## config.mk

```make
export PLATFORM = sky130hd
export DESIGN_NAME = key_value_line_tokenizer_top
export DESIGN_NICKNAME = d
export VERILOG_FILES = /design/src/rtl/kvlt_pkg.sv /design/src/rtl/kvlt_step.sv /design/src/rtl/key_value_line_tokenizer_top.sv
export SDC_FILE = /design/constraint.sdc
export NUM_CORES = 1
export LEC_CHECK = 0
export ABC_CLOCK_PERIOD_IN_PS = 5950
export BUFFER_PORTS_ARGS = -buffer_cell sky130_fd_sc_hd__clkbuf_2
export CORE_MARGIN = 4
export CORE_UTILIZATION = 55
export CTS_CLUSTER_SIZE = 8
export DETAILED_ROUTE_END_ITERATION = 12
export PLACE_DENSITY = 0.77
export SLEW_MARGIN = 10
export SYNTH_ARGS = -nofsm -noshare
export SYNTH_HDL_FRONTEND = slang
export SYNTH_SLANG_ARGS = --single-unit
```

## constraint.sdc

```tcl
create_clock -name clk -period 5.95 [get_ports clk]
set_clock_uncertainty 0.05 [all_clocks]
set_input_delay 0.595 -clock clk [delete_from_list [all_inputs] [get_ports clk]]
set_output_delay 0.595 -clock clk [all_outputs]
set_load 0.03 [all_outputs]
```

## src/rtl/kvlt_pkg.sv

```systemverilog
`default_nettype none
// ----------------------------------------------------------------------------
// kvlt_pkg
// Types, phase codes and character classes for the key/value line tokenizer.
// ----------------------------------------------------------------------------
package kvlt_pkg;

    localparam int PHASE_W = 4;

    localparam logic [PHASE_W-1:0] PH_LINE_START    = 4'd0;
    localparam logic [PHASE_W-1:0] PH_LINE_COMMENT  = 4'd1;
    localparam logic [PHASE_W-1:0] PH_KEY           = 4'd2;
    localparam logic [PHASE_W-1:0] PH_AFTER_KEY     = 4'd3;
    localparam logic [PHASE_W-1:0] PH_AFTER_EQ      = 4'd4;
    localparam logic [PHASE_W-1:0] PH_QUOTED        = 4'd5;
    localparam logic [PHASE_W-1:0] PH_BARE          = 4'd6;
    localparam logic [PHASE_W-1:0] PH_TRAIL         = 4'd7;
    localparam logic [PHASE_W-1:0] PH_TRAIL_COMMENT = 4'd8;
    localparam logic [PHASE_W-1:0] PH_FINISHED      = 4'd9;
    localparam logic [PHASE_W-1:0] PH_ERROR         = 4'd10;

    localparam logic [1:0] TAG_NONE  = 2'd0;
    localparam logic [1:0] TAG_KEY   = 2'd1;
    localparam logic [1:0] TAG_VALUE = 2'd2;

    localparam logic [7:0] CH_END     = 8'd0;
    localparam logic [7:0] CH_NEWLINE = 8'd10;
    localparam logic [7:0] CH_QUOTE   = 8'd34;
    localparam logic [7:0] CH_HASH    = 8'd35;
    localparam logic [7:0] CH_EQUAL   = 8'd61;
    localparam logic [7:0] CH_PRINT   = 8'd33;

    typedef struct packed {
        logic [7:0] ch;
        logic       restart;
    } kvlt_item_t;

    typedef struct packed {
        logic [7:0]  byte_out;
        logic [1:0]  tag;
        logic        key_start;
        logic        pair_done;
        logic        syntax_error;
        logic        finished;
        logic [15:0] pair_total;
    } kvlt_result_t;

    typedef struct packed {
        logic [PHASE_W-1:0] phase_next;
        logic [1:0]         tag;
        logic               key_start;
        logic               pair_done;
    } kvlt_step_t;

    function automatic logic is_blank(input logic [7:0] c);
        return (c != CH_END) && (c < CH_PRINT) && (c != CH_NEWLINE);
    endfunction

    function automatic logic is_letter(input logic [7:0] c);
        return ((c >= 8'd97) && (c <= 8'd122)) || ((c >= 8'd65) && (c <= 8'd90));
    endfunction

    function automatic logic is_digit(input logic [7:0] c);
        return (c >= 8'd48) && (c <= 8'd57);
    endfunction

endpackage
`default_nettype wire

```

## src/rtl/kvlt_step.sv

```systemverilog
`default_nettype none
// ----------------------------------------------------------------------------
// kvlt_step
// Phase transition and byte classification for one text byte.
// ----------------------------------------------------------------------------
module kvlt_step
    import kvlt_pkg::*;
(
    input  wire logic [PHASE_W-1:0] phase,
    input  wire logic [7:0]         ch,
    output kvlt_step_t              step
);

    logic blank;
    logic printable;

    assign blank     = is_blank(ch);
    assign printable = (ch >= CH_PRINT);

    always_comb
    begin
        step            = '0;
        step.phase_next = phase;
        unique case (phase)
            PH_LINE_START:
            begin
                if (blank || ch == CH_NEWLINE)
                begin
                end
                else if (ch == CH_END)
                    step.phase_next = PH_FINISHED;
                else if (ch == CH_HASH)
                    step.phase_next = PH_LINE_COMMENT;
                else if (is_letter(ch))
                begin
                    step.phase_next = PH_KEY;
                    step.tag        = TAG_KEY;
                    step.key_start  = 1'b1;
                end
                else
                    step.phase_next = PH_ERROR;
            end
            PH_LINE_COMMENT:
            begin
                if (ch == CH_NEWLINE)
                    step.phase_next = PH_LINE_START;
                else if (ch == CH_END)
                    step.phase_next = PH_FINISHED;
            end
            PH_KEY, PH_AFTER_KEY:
            begin
                // a non-alphanumeric byte ends the key and is judged here
                if (phase == PH_KEY && (is_letter(ch) || is_digit(ch)))
                    step.tag = TAG_KEY;
                else if (blank)
                    step.phase_next = PH_AFTER_KEY;
                else if (ch == CH_EQUAL)
                    step.phase_next = PH_AFTER_EQ;
                else
                    step.phase_next = PH_ERROR;
            end
            PH_AFTER_EQ:
            begin
                if (blank)
                begin
                end
                else if (ch == CH_QUOTE)
                    step.phase_next = PH_QUOTED;
                else if (printable)
                begin
                    step.phase_next = PH_BARE;
                    step.tag        = TAG_VALUE;
                end
                else
                    step.phase_next = PH_ERROR;
            end
            PH_QUOTED:
            begin
                if (ch == CH_QUOTE)
                    step.phase_next = PH_TRAIL;
                else if (ch == CH_NEWLINE || ch == CH_END)
                    step.phase_next = PH_ERROR;
                else
                    step.tag = TAG_VALUE;
            end
            PH_BARE, PH_TRAIL:
            begin
                // the first byte below 33 ends a bare value and is judged here
                if (phase == PH_BARE && printable)
                    step.tag = TAG_VALUE;
                else if (blank)
                    step.phase_next = PH_TRAIL;
                else if (ch == CH_HASH)
                    step.phase_next = PH_TRAIL_COMMENT;
                else if (ch == CH_NEWLINE)
                begin
                    step.phase_next = PH_LINE_START;
                    step.pair_done  = 1'b1;
                end
                else if (ch == CH_END)
                begin
                    step.phase_next = PH_FINISHED;
                    step.pair_done  = 1'b1;
                end
                else
                    step.phase_next = PH_ERROR;
            end
            PH_TRAIL_COMMENT:
            begin
                if (ch == CH_NEWLINE)
                begin
                    step.phase_next = PH_LINE_START;
                    step.pair_done  = 1'b1;
                end
                else if (ch == CH_END)
                begin
                    step.phase_next = PH_FINISHED;
                    step.pair_done  = 1'b1;
                end
            end
            PH_FINISHED:
            begin
            end
            default:
                step.phase_next = PH_ERROR;
        endcase
    end

endmodule
`default_nettype wire

```

## src/rtl/key_value_line_tokenizer_top.sv

```systemverilog
`default_nettype none
// ----------------------------------------------------------------------------
// key_value_line_tokenizer_top
// Byte-serial tokenizer for "key = value" configuration text.
// ----------------------------------------------------------------------------
//  Channel | Handshake                    | Payload
//  --------+------------------------------+----------------------------------
//  item    | item_valid / item_ready      | kvlt_item_t   (ch, restart)
//  result  | result_valid / result_ready  | kvlt_result_t (one per item)
//
//  One byte per cycle sustained unless the result stalls; a byte passes the
//  input register, then phase logic into the result register. The phase
//  and pair counter update as a byte moves into the result register, so
//  bytes follow back to back. Reset puts the phase at line start and clears
//  the counter and both valid flags. A stalled result holds both stages;
//  item_ready drops only when the input register is full and cannot advance.
// ----------------------------------------------------------------------------
module key_value_line_tokenizer_top
    import kvlt_pkg::*;
#(
    parameter int COUNT_WIDTH = 16
)
(
    input  wire logic   clk,
    input  wire logic   rst_n,
    input  wire logic   item_valid,
    output logic        item_ready,
    input  wire kvlt_item_t item,
    output logic        result_valid,
    input  wire logic   result_ready,
    output kvlt_result_t result
);

    logic                   s1_valid_reg;
    kvlt_item_t             s1_item_reg;
    logic                   out_valid_reg;
    kvlt_result_t           out_reg;
    kvlt_result_t           out_next;
    logic [PHASE_W-1:0]     phase_reg;
    logic [PHASE_W-1:0]     phase_cur;
    logic [COUNT_WIDTH-1:0] count_reg;
    logic [COUNT_WIDTH-1:0] count_cur;
    logic [COUNT_WIDTH-1:0] count_next;
    logic                   s1_adv;
    kvlt_step_t             step;

    assign s1_adv     = s1_valid_reg && (!out_valid_reg || result_ready);
    assign item_ready = !s1_valid_reg || s1_adv;

    // restart clears phase and count before the byte is handled
    assign phase_cur = s1_item_reg.restart ? PH_LINE_START : phase_reg;
    assign count_cur = s1_item_reg.restart ? '0 : count_reg;

    kvlt_step u_step (
        .phase (phase_cur),
        .ch    (s1_item_reg.ch),
        .step  (step)
    );

    always_comb
    begin
        count_next = count_cur;
        if (step.pair_done && count_cur != '1)
            count_next = count_cur + 1'b1;
    end

    always_comb
    begin
        out_next.byte_out     = s1_item_reg.ch;
        out_next.tag          = step.tag;
        out_next.key_start    = step.key_start;
        out_next.pair_done    = step.pair_done;
        out_next.syntax_error = (step.phase_next == PH_ERROR);
        out_next.finished     = (step.phase_next == PH_FINISHED);
        out_next.pair_total   = 16'(count_next);
    end

    always_ff @(posedge clk or negedge rst_n)
    begin
        if (!rst_n)
        begin
            s1_valid_reg  <= 1'b0;
            out_valid_reg <= 1'b0;
            phase_reg     <= PH_LINE_START;
            count_reg     <= '0;
        end
        else
        begin
            if (item_ready)
                s1_valid_reg <= item_valid;
            if (s1_adv)
            begin
                out_valid_reg <= 1'b1;
                phase_reg     <= step.phase_next;
                count_reg     <= count_next;
            end
            else if (result_ready)
                out_valid_reg <= 1'b0;
        end
    end

    // payload registers: load on transaction / advance
    always_ff @(posedge clk)
    begin
        if (item_valid && item_ready)
            s1_item_reg <= item;
        if (s1_adv)
            out_reg <= out_next;
    end

    assign result_valid = out_valid_reg;
    assign result       = out_reg;

    a_fin_err_excl: assert property (@(posedge clk) disable iff (!rst_n)
        result_valid |-> !(result.finished && result.syntax_error))
        else $error("finished and syntax_error both set");

    a_kstart_key: assert property (@(posedge clk) disable iff (!rst_n)
        (result_valid && result.key_start) |-> (result.tag == TAG_KEY))
        else $error("key_start on a byte not tagged as key");

    a_done_untagged: assert property (@(posedge clk) disable iff (!rst_n)
        (result_valid && result.pair_done) |-> (result.tag == TAG_NONE))
        else $error("pair_done on a tagged byte");

    a_count_step: assert property (@(posedge clk) disable iff (!rst_n)
        (s1_adv && !s1_item_reg.restart && step.pair_done && count_reg != '1)
        |=> (count_reg == COUNT_WIDTH'($past(count_reg) + 1'b1)))
        else $error("pair counter did not advance on a completed pair");

    a_hold_stall: assert property (@(posedge clk) disable iff (!rst_n)
        (!s1_adv) |=> (phase_reg == $past(phase_reg) && count_reg == $past(count_reg)))
        else $error("state changed without an advancing byte");

endmodule
`default_nettype wire
```

==> impl_metrics.json, run 1 <==
{
  "power_density_nw_per_um2": 287,
  "cts.sinks": 61,
  "grt-ovfl-total": 0,
  "insertion_delay_ps": 340,
  "wl_met2_microns": 3470,
  "finalMaxSlewViolations": 0,
  "drive_above_1_share_pct": 21.1,
  "r2r-start": "s1_item_reg[0]$_DFFE_PP_",
  "synthDistinctLibCells": 70,
  "hold_viol_final": 0,
  "antenna_left": 0,
  "core-area_sq_um": 5990,
  "grt_first_pass_wirelength_microns": 12500,
  "routed_wl_microns": 7420,
  "r2r_cells": 9,
  "postCtsHoldBufs": 0,
  "nFillCells": 477,
  "fin_area_sq_um": 3860,
  "numCtsBuffers": 9,
  "fp.dieH_microns": 86.9,
  "synthSimpleGateAreaFrac_pct": 26.4,
  "synth_top_family_by_area": "simple AND/OR/NAND/NOR gates",
  "place_area_sq_um": 3670,
  "nNetsFinal": 378,
  "p_seq_share_pct": 49.1,
  "postSynthCellCount": 325,
  "sw_frac_of_total_pct": 30.6,
  "power.internal_uw": 770,
  "met3WireLength_microns": 553,
  "hp-class": "in2async",
  "vias": 2716,
  "antenna_found_initial": 0,
  "syn_area_sq_um": 3420,
  "p_sw_uw": 339,
  "rows": 28,
  "rr_endpoint": "count_reg[2]$_DFFE_PN0P_",
  "start_kind": "flip-flop",
  "layout.cells.most_common": "clkbuf_2",
  "crit_arrival_ps": 3120,
  "ir_worst_vdd_mv": 0.243,
  "synth_edf_count": 39,
  "ys.flop_type": "edfxtp_1",
  "grt_max_degree": 43,
  "fin_crit_sh_pct": 49.0,
  "tightest_slew_ps": 981,
  "clkPwrFrac_pct": 32.6,
  "cts_tree": "done",
  "seq_area_sq_um": 1720,
  "synthArstFlopShare_pct": 36.1,
  "setup_viol": 0,
  "r2r_setup_slack_ps": 3040,
  "crit_fanout": 42,
  "wl_per_cell_microns": 16.7,
  "setup_tns_ps": 0,
  "ctsRootBufferMaster": "clkbuf_8",
  "gp_congestion": 0.953,
  "final_cell_mix": "44 x clkbuf_2, 39 x edfxtp_1, 36 x nand2_1, 22 x dfrtp_1, 20 x nor2_1",
  "p_comb_share_pct": 18.3,
  "synth-warning-count": 0,
  "cp.required_ps": 6150,
  "num_antenna_cells": 0,
  "end_kind": "flip-flop",
  "top_layer_used": "met4",
  "p_leak_nw": 1.48,
  "die_w_microns": 86.9,
  "max_cap_violations": 0,
  "rsz0062_at_grt": "false",
  "area_growth_pct": 12.8,
  "synth-seq-area-share_pct": 50.3,
  "hold_ws_ps": 202,
  "clockBufferDepth": 2,
  "initial_core_util_pct": 57.1,
  "multiInputGateArea_sq_um": 1600,
  "synth_fa_ha_area_share_pct": 0.366,
  "synthesis.nets": 339,
  "run_status": "completed",
  "dp_hpwl_microns": 4940,
  "ys_seq_elements": 61,
  "synth_compound_area_share_pct": 15.1,
  "grt_pass1_vias": 2517,
  "path_class": "reg2reg",
  "m1WireLength_microns": 3310,
  "timing.fmax_mhz": 343,
  "cts_resized": 0,
  "grt_util_all_layers_pct": 21.2,
  "io_pins": 45,
  "firstDrtPassIters": 4,
  "drt-initial-drc-count": 231,
  "route.detailed.drc": 0,
  "clk_pin_slew_ps": 70,
  "port_buffers": 44,
  "period_needed_ps": 2910,
  "synth_area_per_cell_sq_um": 10.5,
  "cts_setup_buffers": 0,
  "largest_reg_flops": 30,
  "die_area_sq_um": 7550,
  "vias_per_cell": 6.12,
  "htreeDepth": 3,
  "synth_xor_area_share_pct": 2.82,
  "muxShareOfSynthArea_pct": 2.12,
  "relSlewSlack_pct": 34.4
}
==> area by class of cell <==
cell class,instances,area share [%]
Tap cell,75,2.43
Clock inverter,4,1.23
Sequential cell,61,44.6
Inverter,4,0.389
Multi-Input combinational cell,242,41.5
Timing Repair Buffer,46,6.09
Clock buffer,12,3.76
==> synthesized netlist by cell type, types with 2 or more instances <==
| cell type | instances | area share (%) |
|---|---|---|
| a311oi_1 | 2 | 0.51 |
| nand2_1 | 36 | 4.0 |
| a21o_1 | 3 | 0.66 |
| nand3_1 | 15 | 2.2 |
| nor4b_2 | 2 | 0.88 |
| nand2b_1 | 8 | 1.5 |
| inv_1 | 3 | 0.33 |
| and3_1 | 5 | 0.91 |
| nand3_4 | 2 | 1.0 |
| nand3b_1 | 3 | 0.66 |
| dfrtp_1 | 22 | 16 |
| a21oi_1 | 9 | 1.3 |
| o21a_1 | 2 | 0.44 |
| edfxtp_1 | 39 | 34 |
| nand4_1 | 6 | 1.1 |
| o211ai_1 | 3 | 0.66 |
| o21ai_1 | 7 | 1.0 |
| mux2_2 | 2 | 0.66 |
| nor4b_1 | 2 | 0.51 |
| a41oi_1 | 3 | 0.77 |
| a31oi_1 | 7 | 1.3 |
| buf_2 | 6 | 0.88 |
| a22oi_1 | 2 | 0.44 |
| a221o_1 | 4 | 1.2 |
| o21ai_0 | 9 | 1.3 |
| and2_1 | 4 | 0.73 |
| o211a_1 | 2 | 0.59 |
| clkbuf_1 | 11 | 1.2 |
| or4_1 | 3 | 0.66 |
| nor3_1 | 12 | 1.8 |
| or2_2 | 2 | 0.37 |
| nor2_1 | 20 | 2.2 |
| mux2i_1 | 5 | 1.5 |
| o31ai_1 | 2 | 0.44 |
| xor2_1 | 4 | 1.0 |
| xnor2_1 | 7 | 1.8 |
| nor4_1 | 5 | 0.91 |
| nor2b_1 | 10 | 1.8 |
| or2_1 | 2 | 0.37 |
| or3_1 | 4 | 0.73 |
==> critical path, stage by stage, from the launching register on <==
cell and delay, ps:
edfxtp_1 360, buf_4 260, nor2b_1 300, ha_1 310, nand3b_1 120, nor4_1 450
nand2_1 260, and3_1 330, a21o_1 210, a31oi_1 170
==> worst max-delay path by stage <==
stage / startpoint / endpoint / slack [ps] / depth (start not counted)
final: s1_item_reg[0]$_DFFE_PP_ / count_reg[2]$_DFFE_PN0P_ / 3040 / 9
after global routing: s1_item_reg[0]$_DFFE_PP_ / count_reg[2]$_DFFE_PN0P_ / 2840 / 9
after CTS: s1_item_reg[0]$_DFFE_PP_ / count_reg[2]$_DFFE_PN0P_ / 3080 / 9
after detailed placement: s1_item_reg[0]$_DFFE_PP_ / count_reg[2]$_DFFE_PN0P_ / 3130 / 9
after global placement: s1_item_reg[0]$_DFFE_PP_ / result[14]$_DFFE_PP_ / 3210 / 9
after floorplan: s1_item_reg[0]$_DFFE_PP_ / count_reg[2]$_DFFE_PN0P_ / 3000 / 12
==> per-layer routing <==
layer / GRT usage (%) / up-vias
li1: - / 1314
met1: 30.4 / 1300
met2: 31.3 / 95
met3: 5.58 / 7
met4: 6.66 / 0
met5: 0 / -
==> power by group through the flow <==
stage | Sequential, mW | Clock [mW] | Combinational (mW)
2_1_floorplan | 0.561 | 0 | 0.140
3_3_place_gp | 0.550 | 0 | 0.200
3_5_place_dp | 0.551 | 0 | 0.202
4_1_cts | 0.543 | 0.368 | 0.203
5_1_grt | 0.551 | 0.395 | 0.224
6_report | 0.545 | 0.361 | 0.203
==> through the flow <==
step                      total power [mW]  utilization [%]  setup WS, ps  cells
after global routing                  1.17             64.4          2840    444
after CTS                             1.11             64.4          3080    444
final                                 1.11             64.4          3040    444
after floorplan                      0.701                -          3000    325
after detailed placement             0.753             61.2          3130    428
after global placement               0.750             61.2          3210    428
==> cell families after synthesis <==
group / count (synthesis)
AO/OA/AOI/OAI: 70
buffers and inverters: 22
adder cells (fa/ha/maj): 1
flip-flops: 61
multiplexers: 7
AND/OR/NAND/NOR: 153
XOR/XNOR: 11
Note: power is estimated with default switching activity, not from simulation.
==> run 2: changes to the inputs <==
--- a/config.mk
+++ b/config.mk
@@ -5,7 +5,7 @@
 export SDC_FILE = /design/constraint.sdc
 export NUM_CORES = 1
 export LEC_CHECK = 0
-export ABC_CLOCK_PERIOD_IN_PS = 5950
+export ABC_CLOCK_PERIOD_IN_PS = 3000
 export BUFFER_PORTS_ARGS = -buffer_cell sky130_fd_sc_hd__clkbuf_2
 export CORE_MARGIN = 4
 export CORE_UTILIZATION = 55
==> constraint.sdc (replaced) <==
create_clock -name clk -period 3 [get_ports clk]
set_clock_uncertainty 0.05 [all_clocks]
set_input_delay 0.3 -clock clk [delete_from_list [all_inputs] [get_ports clk]]
set_output_delay 0.3 -clock clk [all_outputs]
set_load 0.03 [all_outputs]
==> impl_metrics.json, run 2 (same netlist as run 1, synthesis figures left out) <==
{
  "hold_viol_final": 0,
  "dp_hpwl_microns": 5400,
  "ctsRootBufferMaster": "clkbuf_8",
  "path_class": "reg2reg",
  "final_cell_mix": "44 x clkbuf_2, 39 x edfxtp_1, 36 x nand2_1, 22 x dfrtp_1, 20 x nor2_1",
  "grt-ovfl-total": 0,
  "fin_crit_sh_pct": 94.4,
  "cts_setup_buffers": 0,
  "core-area_sq_um": 5990,
  "firstDrtPassIters": 5,
  "ir_worst_vdd_mv": 0.368,
  "worstHoldPathCells": 1,
  "crit_fanout": 7,
  "insertion_delay_ps": 340,
  "end_kind": "flip-flop",
  "routed_wl_microns": 7800,
  "grt_util_all_layers_pct": 21.9,
  "route.detailed.drc": 0,
  "drive_above_1_share_pct": 23.1,
  "r2r_cells": 8,
  "cts.sinks": 61,
  "start_kind": "flip-flop",
  "period_needed_ps": 2830,
  "gp_congestion": 0.959,
  "setup_viol": 0,
  "antenna_left": 0,
  "postCtsHoldBufs": 1,
  "setup_tns_ps": 0,
  "rows": 28,
  "initial_core_util_pct": 57.1,
  "layout.cells.most_common": "clkbuf_2",
  "vias_per_cell": 6.16,
  "p_leak_nw": 1.55,
  "io_pins": 45,
  "num_antenna_cells": 0,
  "numCtsBuffers": 9,
  "clk_pin_slew_ps": 70,
  "relSlewSlack_pct": 58.0,
  "area_growth_pct": 16.2,
  "cts_resized": 0,
  "finalMaxSlewViolations": 0,
  "htreeDepth": 3,
  "timing.fmax_mhz": 353,
  "cts_tree": "done",
  "die_area_sq_um": 7550,
  "largest_reg_flops": 30,
  "die_w_microns": 86.9,
  "grt_first_pass_wirelength_microns": 12800,
  "rsz0062_at_grt": "false",
  "wl_per_cell_microns": 17.1,
  "hold_ws_ps": 88.2,
  "hp-class": "in2reg",
  "tightest_slew_ps": 626,
  "fp.dieH_microns": 86.9,
  "max_cap_violations": 0,
  "port_buffers": 44,
  "drt-initial-drc-count": 299,
  "crit_arrival_ps": 3040,
  "clockBufferDepth": 2,
  "nNetsFinal": 390,
  "vias": 2811,
  "grt_pass1_vias": 2546,
  "antenna_found_initial": 0,
  "grt_max_degree": 40,
  "power_density_nw_per_um2": 562,
  "run_status": "completed",
  "cp.required_ps": 3210
}
run 2: worst max-delay path, cell delays in order (launching register included):
cell and delay (ps):
edfxtp_1 440, nor2b_1 270, ha_1 300, nand3b_1 140, nor4_1 550, nand2_1 310, and3_1 340, a21o_1 200
a31oi_1 160
run 2: metrics by stage:
step           cells  setup WS [ps]  area, sq um  power [mW]  util [%]
5_1_grt          456           17.9         3970        2.33      66.3
4_1_cts          456            237         3970        2.24      66.3
2_1_floorplan    325           46.1         3420        1.39         -
6_report         456            167         3970        2.23      66.3
3_5_place_dp     439            316         3760        1.52      62.8
3_3_place_gp     439            450         3760        1.52      62.8
run 2: routing by layer:
layer	up-vias	GRT usage, %	wire [microns]
li1	1350	-	-
met1	1319	31.2	3570
met2	124	32.6	3460
met3	18	3.60	584
met4	0	10.3	184
met5	-	0	0
run 2: area by class of cell:
class	count	area [sq um]
well taps	75	93.8
multi-input cells	242	1600
clock buffers	16	201
flip-flops and latches	61	1720
inverters	4	15.0
repair buffers	58	340
fillers	482	2020
run 2: power by group:
group	switching [mW]	internal, mW	leakage, nW
clock network	0.298	0.420	0.102
registers	0.0925	0.985	0.672
logic	0.277	0.160	0.771
run 2: path summary, 6_finish.rpt:
kind | start | to | slack, ps
setup / recovery | s1_item_reg[0]$_DFFE_PP_ | count_reg[2]$_DFFE_PN0P_ | 170
hold / removal | item[5] | out_next[26]$_DFFE_PP_ | 90
setup reg to reg | s1_item_reg[0]$_DFFE_PP_ | count_reg[2]$_DFFE_PN0P_ | 170
hold reg to reg | s1_valid_reg$_DFFE_PN0N_ | result_valid$_DFFE_PN0P_ | 450
max in group asynchronous | rst_n | phase_reg[2]$_DFFE_PN0P_ | 2070
min in group asynchronous | rst_n | count_reg[2]$_DFFE_PN0P_ | 440
